<file path="config.mk">
export PLATFORM = sky130hd
export DESIGN_NAME = ble_adv_report_parser
export DESIGN_NICKNAME = d
export VERILOG_FILES = /design/src/rtl/blarp_pkg.sv /design/src/rtl/blarp_ram.sv /design/src/rtl/blarp_parse.sv /design/src/rtl/blarp_emit.sv /design/src/rtl/ble_adv_report_parser.sv
export SDC_FILE = /design/constraint.sdc
export NUM_CORES = 1
export LEC_CHECK = 0
export BUFFER_PORTS_ARGS = -buffer_cell sky130_fd_sc_hd__clkbuf_2
export CAP_MARGIN = 40
export CORE_ASPECT_RATIO = 0.75
export CORE_UTILIZATION = 46
export DETAILED_ROUTE_END_ITERATION = 10
export GPL_TIMING_DRIVEN = 0
export PLACE_DENSITY = 0.62
export SETUP_SLACK_MARGIN = 0.5
export SLEW_MARGIN = 5
export SYNTH_ARGS = -nofsm -noshare
export SYNTH_HDL_FRONTEND = slang
export SYNTH_SLANG_ARGS = --single-unit
export TNS_END_PERCENT = 1
</file>
<file path="constraint.sdc">
create_clock -name clk -period 4.64 [get_ports clk]
set_input_delay 0.696 -clock clk [delete_from_list [all_inputs] [get_ports clk]]
set_output_delay 0.696 -clock clk [all_outputs]
set_load 0.005 [all_outputs]
</file>
<file path="src/rtl/blarp_pkg.sv">
`default_nettype none
package blarp_pkg;

	localparam int ADDR_BYTES  = 6;
	localparam int UUID_MAX    = 16;
	localparam logic [3:0] UNKNOWN_SAT = 4'd15;

	localparam logic [7:0] KIND_FLAGS     = 8'h01;
	localparam logic [7:0] KIND_UUID_LO   = 8'h02;
	localparam logic [7:0] KIND_UUID_HI   = 8'h07;
	localparam logic [7:0] KIND_NAME      = 8'h09;
	localparam logic [7:0] KIND_MANUF     = 8'hFF;

	typedef enum logic [3:0] {
		PH_WAIT,
		PH_EVTYPE,
		PH_ADDRTYPE,
		PH_ADDR,
		PH_DATALEN,
		PH_ADLEN,
		PH_ADTYPE,
		PH_ADVALUE,
		PH_RSSI
	} phase_t;

	typedef enum logic {
		REC_SUMMARY = 1'b0,
		REC_NAME    = 1'b1
	} rec_kind_t;

	typedef struct packed {
		logic [3:0]  unknown_count;
		logic [15:0] company_id;
		logic [4:0]  uuid_length;
		logic [63:0] uuid_high;
		logic [63:0] uuid_low;
		logic [7:0]  adv_flags;
		logic [47:0] device_address;
		logic [7:0]  address_type;
	} summary_t;

	typedef struct packed {
		logic [6:0]         pad;
		logic [7:0]         name_byte;
		logic [3:0]         unknown_count;
		logic signed [7:0]  rssi_dbm;
		logic [15:0]        company_id;
		logic [4:0]         uuid_length;
		logic [63:0]        uuid_high;
		logic [63:0]        uuid_low;
		logic [7:0]         adv_flags;
		logic [47:0]        device_address;
		logic [7:0]         address_type;
	} out_data_t;

endpackage
`default_nettype wire

</file>
<file path="src/rtl/blarp_ram.sv">
`default_nettype none
module blarp_ram #(
	parameter int WIDTH = 8,
	parameter int DEPTH = 32
) (
	input  wire logic                                    clk,
	input  wire logic                                    we,
	input  wire logic [(DEPTH > 1 ? $clog2(DEPTH) : 1)-1:0] waddr,
	input  wire logic [WIDTH-1:0]                        wdata,
	input  wire logic [(DEPTH > 1 ? $clog2(DEPTH) : 1)-1:0] raddr,
	output logic      [WIDTH-1:0]                        rdata
);

	logic [WIDTH-1:0] mem [DEPTH];

	always_ff @(posedge clk) begin
		if (we) begin
			mem[waddr] <= wdata;
		end
		rdata <= mem[raddr];
	end

endmodule
`default_nettype wire

</file>
<file path="src/rtl/blarp_parse.sv">
`default_nettype none
module blarp_parse #(
	parameter int NAME_MAX = 32,
	localparam int AW  = (NAME_MAX > 1) ? $clog2(NAME_MAX) : 1,
	localparam int NCW = $clog2(NAME_MAX + 1)
) (
	input  wire logic                clk,
	input  wire logic                arst_n,
	input  wire logic                fire,
	input  wire logic [7:0]          data_byte,
	input  wire logic                report_start,
	output logic                     at_rssi,
	output blarp_pkg::summary_t      summary,
	output logic [NCW-1:0]           name_count,
	output logic                     name_we,
	output logic [AW-1:0]            name_waddr,
	output logic [7:0]               name_wdata
);

	blarp_pkg::phase_t phase_q, phase_d;

	logic [2:0]       byte_idx_q;
	logic [7:0]       data_rem_q;
	logic [7:0]       ad_rem_q;
	logic [7:0]       ad_kind_q;
	logic [7:0]       addr_type_q;
	logic [5:0][7:0]  addr_q;
	logic [7:0]       flags_q;
	logic [15:0][7:0] uuid_q;
	logic [4:0]       uuid_cnt_q;
	logic [15:0]      company_q;
	logic [NCW-1:0]   name_cnt_q;
	logic [3:0]       unknown_q;

	logic [8:0] ad_len_p1;
	logic       type_is_uuid;
	logic       data_done;

	assign ad_len_p1    = {1'b0, data_byte} + 9'd1;
	assign type_is_uuid = (data_byte >= blarp_pkg::KIND_UUID_LO)
			&& (data_byte <= blarp_pkg::KIND_UUID_HI);
	assign data_done    = (data_rem_q == 8'd0);

	// next phase
	always_comb begin
		phase_d = phase_q;
		if (fire) begin
			if (report_start) begin
				phase_d = blarp_pkg::PH_EVTYPE;
			end else begin
				case (phase_q)
				blarp_pkg::PH_EVTYPE:   phase_d = blarp_pkg::PH_ADDRTYPE;
				blarp_pkg::PH_ADDRTYPE: phase_d = blarp_pkg::PH_ADDR;
				blarp_pkg::PH_ADDR: begin
					if (byte_idx_q == 3'(blarp_pkg::ADDR_BYTES - 1))
						phase_d = blarp_pkg::PH_DATALEN;
				end
				blarp_pkg::PH_DATALEN, blarp_pkg::PH_ADLEN: begin
					phase_d = (data_byte == 8'd0) ? blarp_pkg::PH_RSSI
							: (phase_q == blarp_pkg::PH_DATALEN)
							? blarp_pkg::PH_ADLEN : blarp_pkg::PH_ADTYPE;
				end
				blarp_pkg::PH_ADTYPE, blarp_pkg::PH_ADVALUE: begin
					if (ad_rem_q == 8'd1)
						phase_d = data_done ? blarp_pkg::PH_RSSI : blarp_pkg::PH_ADLEN;
					else
						phase_d = blarp_pkg::PH_ADVALUE;
				end
				blarp_pkg::PH_RSSI:     phase_d = blarp_pkg::PH_WAIT;
				default:                phase_d = blarp_pkg::PH_WAIT;
				endcase
			end
		end
	end

	// outputs
	always_comb begin
		at_rssi    = (phase_q == blarp_pkg::PH_RSSI);
		name_we    = fire && !report_start && (phase_q == blarp_pkg::PH_ADVALUE)
				&& (ad_kind_q == blarp_pkg::KIND_NAME)
				&& (name_cnt_q < NCW'(NAME_MAX));
		name_waddr = name_cnt_q[AW-1:0];
		name_wdata = data_byte;
		summary.address_type   = addr_type_q;
		summary.device_address = addr_q;
		summary.adv_flags      = flags_q;
		summary.uuid_low       = uuid_q[7:0];
		summary.uuid_high      = uuid_q[15:8];
		summary.uuid_length    = uuid_cnt_q;
		summary.company_id     = company_q;
		summary.unknown_count  = unknown_q;
		name_count             = name_cnt_q;
	end

	always_ff @(posedge clk or negedge arst_n) begin
		if (!arst_n) begin
			phase_q     <= blarp_pkg::PH_WAIT;
			byte_idx_q  <= '0;
			data_rem_q  <= '0;
			ad_rem_q    <= '0;
			ad_kind_q   <= '0;
			addr_type_q <= '0;
			addr_q      <= '0;
			flags_q     <= '0;
			uuid_q      <= '0;
			uuid_cnt_q  <= '0;
			company_q   <= '0;
			name_cnt_q  <= '0;
			unknown_q   <= '0;
		end else begin
			phase_q <= phase_d;
			if (fire) begin
				if (report_start) begin
					byte_idx_q  <= '0;
					data_rem_q  <= '0;
					ad_rem_q    <= '0;
					ad_kind_q   <= '0;
					addr_type_q <= '0;
					addr_q      <= '0;
					flags_q     <= '0;
					uuid_q      <= '0;
					uuid_cnt_q  <= '0;
					company_q   <= '0;
					name_cnt_q  <= '0;
					unknown_q   <= '0;
				end else begin
					case (phase_q)
					blarp_pkg::PH_ADDRTYPE: begin
						addr_type_q <= data_byte;
						byte_idx_q  <= '0;
					end
					blarp_pkg::PH_ADDR: begin
						if (byte_idx_q < 3'(blarp_pkg::ADDR_BYTES))
							addr_q[byte_idx_q] <= data_byte;
						byte_idx_q <= byte_idx_q + 3'd1;
					end
					blarp_pkg::PH_DATALEN: begin
						data_rem_q <= data_byte;
					end
					blarp_pkg::PH_ADLEN: begin
						if (data_byte == 8'd0) begin
							data_rem_q <= '0;
						end else begin
							ad_rem_q <= data_byte;
							// structure overruns the data: parse it, then end
							if (ad_len_p1 >= {1'b0, data_rem_q})
								data_rem_q <= '0;
							else
								data_rem_q <= data_rem_q - ad_len_p1[7:0];
						end
					end
					blarp_pkg::PH_ADTYPE: begin
						ad_kind_q  <= data_byte;
						byte_idx_q <= '0;
						ad_rem_q   <= ad_rem_q - 8'd1;
						if (type_is_uuid) begin
							uuid_q     <= '0;
							uuid_cnt_q <= '0;
						end else if (data_byte == blarp_pkg::KIND_NAME) begin
							name_cnt_q <= '0;
						end else if (data_byte == blarp_pkg::KIND_MANUF) begin
							company_q <= '0;
						end else if (data_byte != blarp_pkg::KIND_FLAGS) begin
							if (unknown_q != blarp_pkg::UNKNOWN_SAT)
								unknown_q <= unknown_q + 4'd1;
						end
					end
					blarp_pkg::PH_ADVALUE: begin
						ad_rem_q <= ad_rem_q - 8'd1;
						if (byte_idx_q != 3'd7)
							byte_idx_q <= byte_idx_q + 3'd1;
						if (ad_kind_q == blarp_pkg::KIND_FLAGS) begin
							if (byte_idx_q == 3'd0)
								flags_q <= data_byte;
						end else if ((ad_kind_q >= blarp_pkg::KIND_UUID_LO)
								&& (ad_kind_q <= blarp_pkg::KIND_UUID_HI)) begin
							if (uuid_cnt_q < 5'(blarp_pkg::UUID_MAX)) begin
								uuid_q[uuid_cnt_q[3:0]] <= data_byte;
								uuid_cnt_q <= uuid_cnt_q + 5'd1;
							end
						end else if (ad_kind_q == blarp_pkg::KIND_NAME) begin
							if (name_cnt_q < NCW'(NAME_MAX))
								name_cnt_q <= name_cnt_q + NCW'(1);
						end else if (ad_kind_q == blarp_pkg::KIND_MANUF) begin
							if (byte_idx_q == 3'd0)
								company_q[7:0] <= data_byte;
							else if (byte_idx_q == 3'd1)
								company_q[15:8] <= data_byte;
						end
					end
					default: begin
					end
					endcase
				end
			end
		end
	end

endmodule
`default_nettype wire

</file>
<file path="src/rtl/blarp_emit.sv">
`default_nettype none
module blarp_emit #(
	parameter int NAME_MAX = 32,
	localparam int AW  = (NAME_MAX > 1) ? $clog2(NAME_MAX) : 1,
	localparam int NCW = $clog2(NAME_MAX + 1)
) (
	input  wire logic                clk,
	input  wire logic                arst_n,
	input  wire logic                load,
	input  wire blarp_pkg::summary_t summary,
	input  wire logic [NCW-1:0]      name_count,
	input  wire logic [7:0]          rssi,
	output logic                     busy,
	output logic [AW-1:0]            name_raddr,
	input  wire logic [7:0]          name_rdata,
	output logic                     out_valid,
	input  wire logic                out_ready,
	output blarp_pkg::out_data_t     out_data,
	output blarp_pkg::rec_kind_t     out_kind,
	output logic                     out_last
);

	logic                 valid_q;
	blarp_pkg::rec_kind_t kind_q;
	logic [NCW-1:0]       cnt_q;
	logic [AW-1:0]        idx_q;
	blarp_pkg::summary_t  sum_q;
	logic [7:0]           rssi_q;

	logic fire;
	logic name_last;

	assign fire      = valid_q && out_ready;
	assign name_last = ((NCW'(idx_q) + NCW'(1)) == cnt_q);

	// read address runs one ahead so the RAM output matches the shown beat
	assign name_raddr = (fire && (kind_q == blarp_pkg::REC_NAME) && !name_last)
			? idx_q + AW'(1) : idx_q;

	assign busy      = valid_q && ((kind_q == blarp_pkg::REC_NAME) || (cnt_q != '0));
	assign out_valid = valid_q;
	assign out_kind  = kind_q;
	assign out_last  = (kind_q == blarp_pkg::REC_NAME) ? name_last : (cnt_q == '0);

	always_comb begin
		out_data = '0;
		if (kind_q == blarp_pkg::REC_NAME) begin
			out_data.name_byte = name_rdata;
		end else begin
			out_data.address_type   = sum_q.address_type;
			out_data.device_address = sum_q.device_address;
			out_data.adv_flags      = sum_q.adv_flags;
			out_data.uuid_low       = sum_q.uuid_low;
			out_data.uuid_high      = sum_q.uuid_high;
			out_data.uuid_length    = sum_q.uuid_length;
			out_data.company_id     = sum_q.company_id;
			out_data.rssi_dbm       = rssi_q;
			out_data.unknown_count  = sum_q.unknown_count;
		end
	end

	always_ff @(posedge clk or negedge arst_n) begin
		if (!arst_n) begin
			valid_q <= 1'b0;
			kind_q  <= blarp_pkg::REC_SUMMARY;
			cnt_q   <= '0;
			idx_q   <= '0;
		end else if (load) begin
			valid_q <= 1'b1;
			kind_q  <= blarp_pkg::REC_SUMMARY;
			cnt_q   <= name_count;
			idx_q   <= '0;
		end else if (fire) begin
			if (kind_q == blarp_pkg::REC_SUMMARY) begin
				if (cnt_q != '0)
					kind_q <= blarp_pkg::REC_NAME;
				else
					valid_q <= 1'b0;
			end else if (name_last) begin
				valid_q <= 1'b0;
				kind_q  <= blarp_pkg::REC_SUMMARY;
			end else begin
				idx_q <= idx_q + AW'(1);
			end
		end
	end

	always_ff @(posedge clk) begin
		if (load) begin
			sum_q  <= summary;
			rssi_q <= rssi;
		end
	end

endmodule
`default_nettype wire

</file>
<file path="src/rtl/ble_adv_report_parser.sv">
// Parses one LE advertising report per run, one byte per beat from the
// report-count byte on (report_start on tuser restarts it). The RSSI byte yields
// a summary record, then one record per captured name byte, one output beat per
// cycle while m_tready is high, from the name RAM read port: 1 + name length
// beats. Input is held off while name records are pending, and an RSSI byte
// waits while the previous summary is still in the output register.
`default_nettype none
module ble_adv_report_parser #(
	parameter int NAME_MAX = 32
) (
	input  wire logic         clk,
	input  wire logic         arst_n,
	input  wire logic         s_tvalid,
	output logic              s_tready,
	input  wire logic [7:0]   s_tdata,  // data_byte
	input  wire logic         s_tuser,  // report_start
	output logic              m_tvalid,
	input  wire logic         m_tready,
	// address_type, device_address, adv_flags, uuid_low, uuid_high, uuid_length,
	// company_id, rssi_dbm, unknown_count, name_byte, zero pad
	output logic [239:0]      m_tdata,
	output logic              m_tuser,  // record_kind
	output logic              m_tlast   // last
);

	localparam int AW  = (NAME_MAX > 1) ? $clog2(NAME_MAX) : 1;
	localparam int NCW = $clog2(NAME_MAX + 1);

	logic                 in_fire;
	logic                 at_rssi;
	logic                 busy;
	blarp_pkg::summary_t  summary;
	logic [NCW-1:0]       name_count;
	logic                 name_we;
	logic [AW-1:0]        name_waddr;
	logic [7:0]           name_wdata;
	logic [AW-1:0]        name_raddr;
	logic [7:0]           name_rdata;
	blarp_pkg::out_data_t out_data;
	blarp_pkg::rec_kind_t out_kind;

	assign s_tready = !busy && !(m_tvalid && at_rssi);
	assign in_fire  = s_tvalid && s_tready;

	blarp_parse #(.NAME_MAX(NAME_MAX)) u_parse (
		.clk          (clk),
		.arst_n       (arst_n),
		.fire         (in_fire),
		.data_byte    (s_tdata),
		.report_start (s_tuser),
		.at_rssi      (at_rssi),
		.summary      (summary),
		.name_count   (name_count),
		.name_we      (name_we),
		.name_waddr   (name_waddr),
		.name_wdata   (name_wdata)
	);

	blarp_ram #(.WIDTH(8), .DEPTH(NAME_MAX)) u_name_ram (
		.clk   (clk),
		.we    (name_we),
		.waddr (name_waddr),
		.wdata (name_wdata),
		.raddr (name_raddr),
		.rdata (name_rdata)
	);

	blarp_emit #(.NAME_MAX(NAME_MAX)) u_emit (
		.clk        (clk),
		.arst_n     (arst_n),
		.load       (in_fire && at_rssi && !s_tuser),
		.summary    (summary),
		.name_count (name_count),
		.rssi       (s_tdata),
		.busy       (busy),
		.name_raddr (name_raddr),
		.name_rdata (name_rdata),
		.out_valid  (m_tvalid),
		.out_ready  (m_tready),
		.out_data   (out_data),
		.out_kind   (out_kind),
		.out_last   (m_tlast)
	);

	assign m_tdata = out_data;
	assign m_tuser = out_kind;

endmodule
`default_nettype wire

</file>
==> reports/metrics.cfg <==
[run_status]
outcome = complete, no violations

[sta]
grt_setup_unrepaired = yes
setup_violations = 0
slew_headroom = 0.373
tightest_slew_ns = 0.937
holdWs_ns = 0.101
fmax_mhz = 238
finalMaxSlewViolations = 0
final-hold-violation-count = 0
clock_skew_ns = 0.0256
period_minus_slack_ns = 4.20
setup_tns_ns = 0
fin_crit_sh = 0.905

[routing]
wl_per_cell_um = 22.7
drt_pass1_iterations = 6
wl_um = 80600
drtIter0Drc = 1940
ant_nets = 0
route.detailed.drc = 0
vias = 19900
via_per_inst = 5.60

[die]
dieHeight_um = 226
initial_utilization = 0.467
core.rowCount = 81
io_pins = 257
die_x_um = 300
dieArea_um2 = 67700
core_um2 = 65600

[power_and_ir_drop]
ir_drop_v = 0.000267
fin_total_pwr_mw = 14.1
seqPwrFrac = 0.518
swShare = 0.220
combPwrFrac = 0.043
p_int_mw = 11.0
power.switching_mw = 3.10
p_clk_frac = 0.439
leakage_nw = 14.6
cellPowerDensity_nw_per_um2 = 395

[synthesis]
synth.cell_area_um2 = 30600
ys_ff_latch = 756
synth_area_per_cell_um2 = 13.5
synth_edf_count = 481
yosysUniqueCellTypes = 75
yosysWarnings = 0
synth-main-ff-cell = edfxtp_1
ys_seq_area_frac = 0.695
synth_cells = 2274
ys_async_sr_fraction = 0.353

[setup_path]
critPathLaunchType = flop
path_class = flop to flop
worst_r2r_path_depth = 9
cp_max_fo = 10
crit_arrival_ns = 4.45
r2r-start = u_emit.cnt_q[2]$_DFFE_PN0N_
required_ns = 4.89
crit_start = u_emit.cnt_q[2]$_DFFE_PN0N_
worstSetupEndpointType = flop

[clocking]
cts_sinks = 756
path_clk_slew_ns = 0.06
hold_buffers = 0
cts-buffers-inserted = 74
cts_buffer_depth = 3
htree_levels = 3
cts_tree = done
clockRootBuffer = clkbuf_16
insertion_delay_ns = 0.63

[grt]
grt-ovfl-total = 0
antenna_found_initial = 2
grt_max_degree = 120
grt_usage = 0.237
grt_pass1_vias = 19200
grt_pass1_wl_um = 119000

[cells_and_area]
antennaDiodeCount = 0
area_delta_synth_final_pct = 16.8
fin_nets = 2669
final_common_cell = edfxtp_1
final_cell_mix = edfxtp_1 (481), dfrtp_1 (267), clkbuf_2 (248)
drive_above_1_share = 0.188

[min_path]
min_path_type = primary input to async pin

[placement]
hpwl_um = 55300
gp_congestion = 0.889
io_buffers = 249

[job]
cap_violations = 0

[power groups by stage]
| stage | clock network, mW | logic (mW) | registers, mW |
|---|---|---|---|
| 2_1_floorplan | 0 | 0.350 | 7.43 |
| 3_3_place_gp | 0 | 0.555 | 7.45 |
| 3_5_place_dp | 0 | 0.592 | 7.45 |
| 4_1_cts | 6.28 | 0.596 | 7.32 |
| 5_1_grt | 6.55 | 0.663 | 7.33 |
| 6_report | 6.20 | 0.601 | 7.32 |
[cell type report]
class / count / area (µm²)
multi-input cells: 1348 / 8550
inverters: 35 / 131
fillers: 5397 / 29800
clock buffers: 100 / 2010
plain buffers: 141 / 713
repair buffers: 264 / 1510
flip-flops and latches: 756 / 21300
clock inverters: 37 / 494
well taps: 871 / 1090
[worst max-delay path: stages, from the launching register on]
cell     delay (ns)
dfrtp_1        0.43
or4_1          0.57
nor4_2         0.21
a21bo_2        0.24
nand2_1        0.18
buf_2          0.26
buf_2          0.23
nor3_1         0.47
nand2_1        0.46
nor2_1         0.77
[cell families after synthesis]
family	after synthesis	synth area share
flops	756	0.695
fa+ha+maj	36	0.0149
other cells	1	0.000122
xor+xnor	22	0.00629
mux	86	0.0305
compound gates	334	0.0803
buf+inv	176	0.0273
simple gates	863	0.146
[timing repair]
item                                    CTS  global route
endpoints found under the setup margin  202           321
endpoints found under the hold margin     0             0
pin swaps                                 0             0
buffers inserted                          0             0
gates resized for setup                   1             2
[state kept, by name, indices dropped and copies added (netlist names), 3 cells and up]
register and count:
u_parse.ad_kind_q 8, u_parse.company_q 16, u_name_ram.rdata 8, u_emit.idx_q 5
u_emit.sum_q 217, u_parse.data_rem_q 8, u_parse.byte_idx_q 3, u_parse.summary 176
u_name_ram.mem 256, u_parse.addr_type_q 8, u_parse.unknown_q 4, u_parse.ad_rem_q 8
u_parse.flags_q 8, u_parse.uuid_cnt_q 5, u_parse.phase_q 4, u_emit.cnt_q 6
u_parse.name_count 6, u_emit.rssi_q 8
[routing by layer]
metal / vias up / wire (µm) / global-route usage
li1: 8961 / - / -
met4: 2 / 1850 / 0.0644
met2: 778 / 35600 / 0.350
met1: 10000 / 37000 / 0.352
met3: 122 / 6120 / 0.0522
met5: - / 11 / 0
[final timing paths]
path | end | slack (ns)
min reg2reg | u_emit.sum_q[206]$_DFFE_PN_ | 0.44
max in group asynchronous | u_parse.summary[29]$_DFFE_PN0P_ | 3.11
max reg2reg | u_name_ram.mem[6][2]$_DFFE_PP_ | 0.44
min | u_parse.summary[121]$_DFFE_PN0P_ | 0.10
max | u_name_ram.mem[6][2]$_DFFE_PP_ | 0.44
min in group clk | u_emit.out_valid$_DFFE_PN0P_ | 0.39
[metrics by stage]
stage | instance area [µm²] | std cells | worst slack [ns] | utilization
after CTS | 35800 | 3552 | 0.435 | 0.546
after global routing | 35800 | 3552 | 0.274 | 0.546
after floorplan | 30700 | 2280 | 0.515 | -
after global placement | 33000 | 3400 | -2.72 | 0.503
after detailed placement | 33300 | 3415 | 0.203 | 0.508
final | 35800 | 3552 | 0.440 | 0.546
[synthesized netlist by cell type (all sizes together) (43+ instances only)]
cell	instances	area, µm²
a22o	130	1140
buf	75	458
clkbuf	66	248
dfrtp	267	6680
edfxtp	481	14400
mux2	50	571
nand2	241	905
nand3	138	691
nand4	43	269
nor2	109	414
nor2b	242	1510
o21ai	98	490
Note: power is estimated with default switching activity, not from simulation.
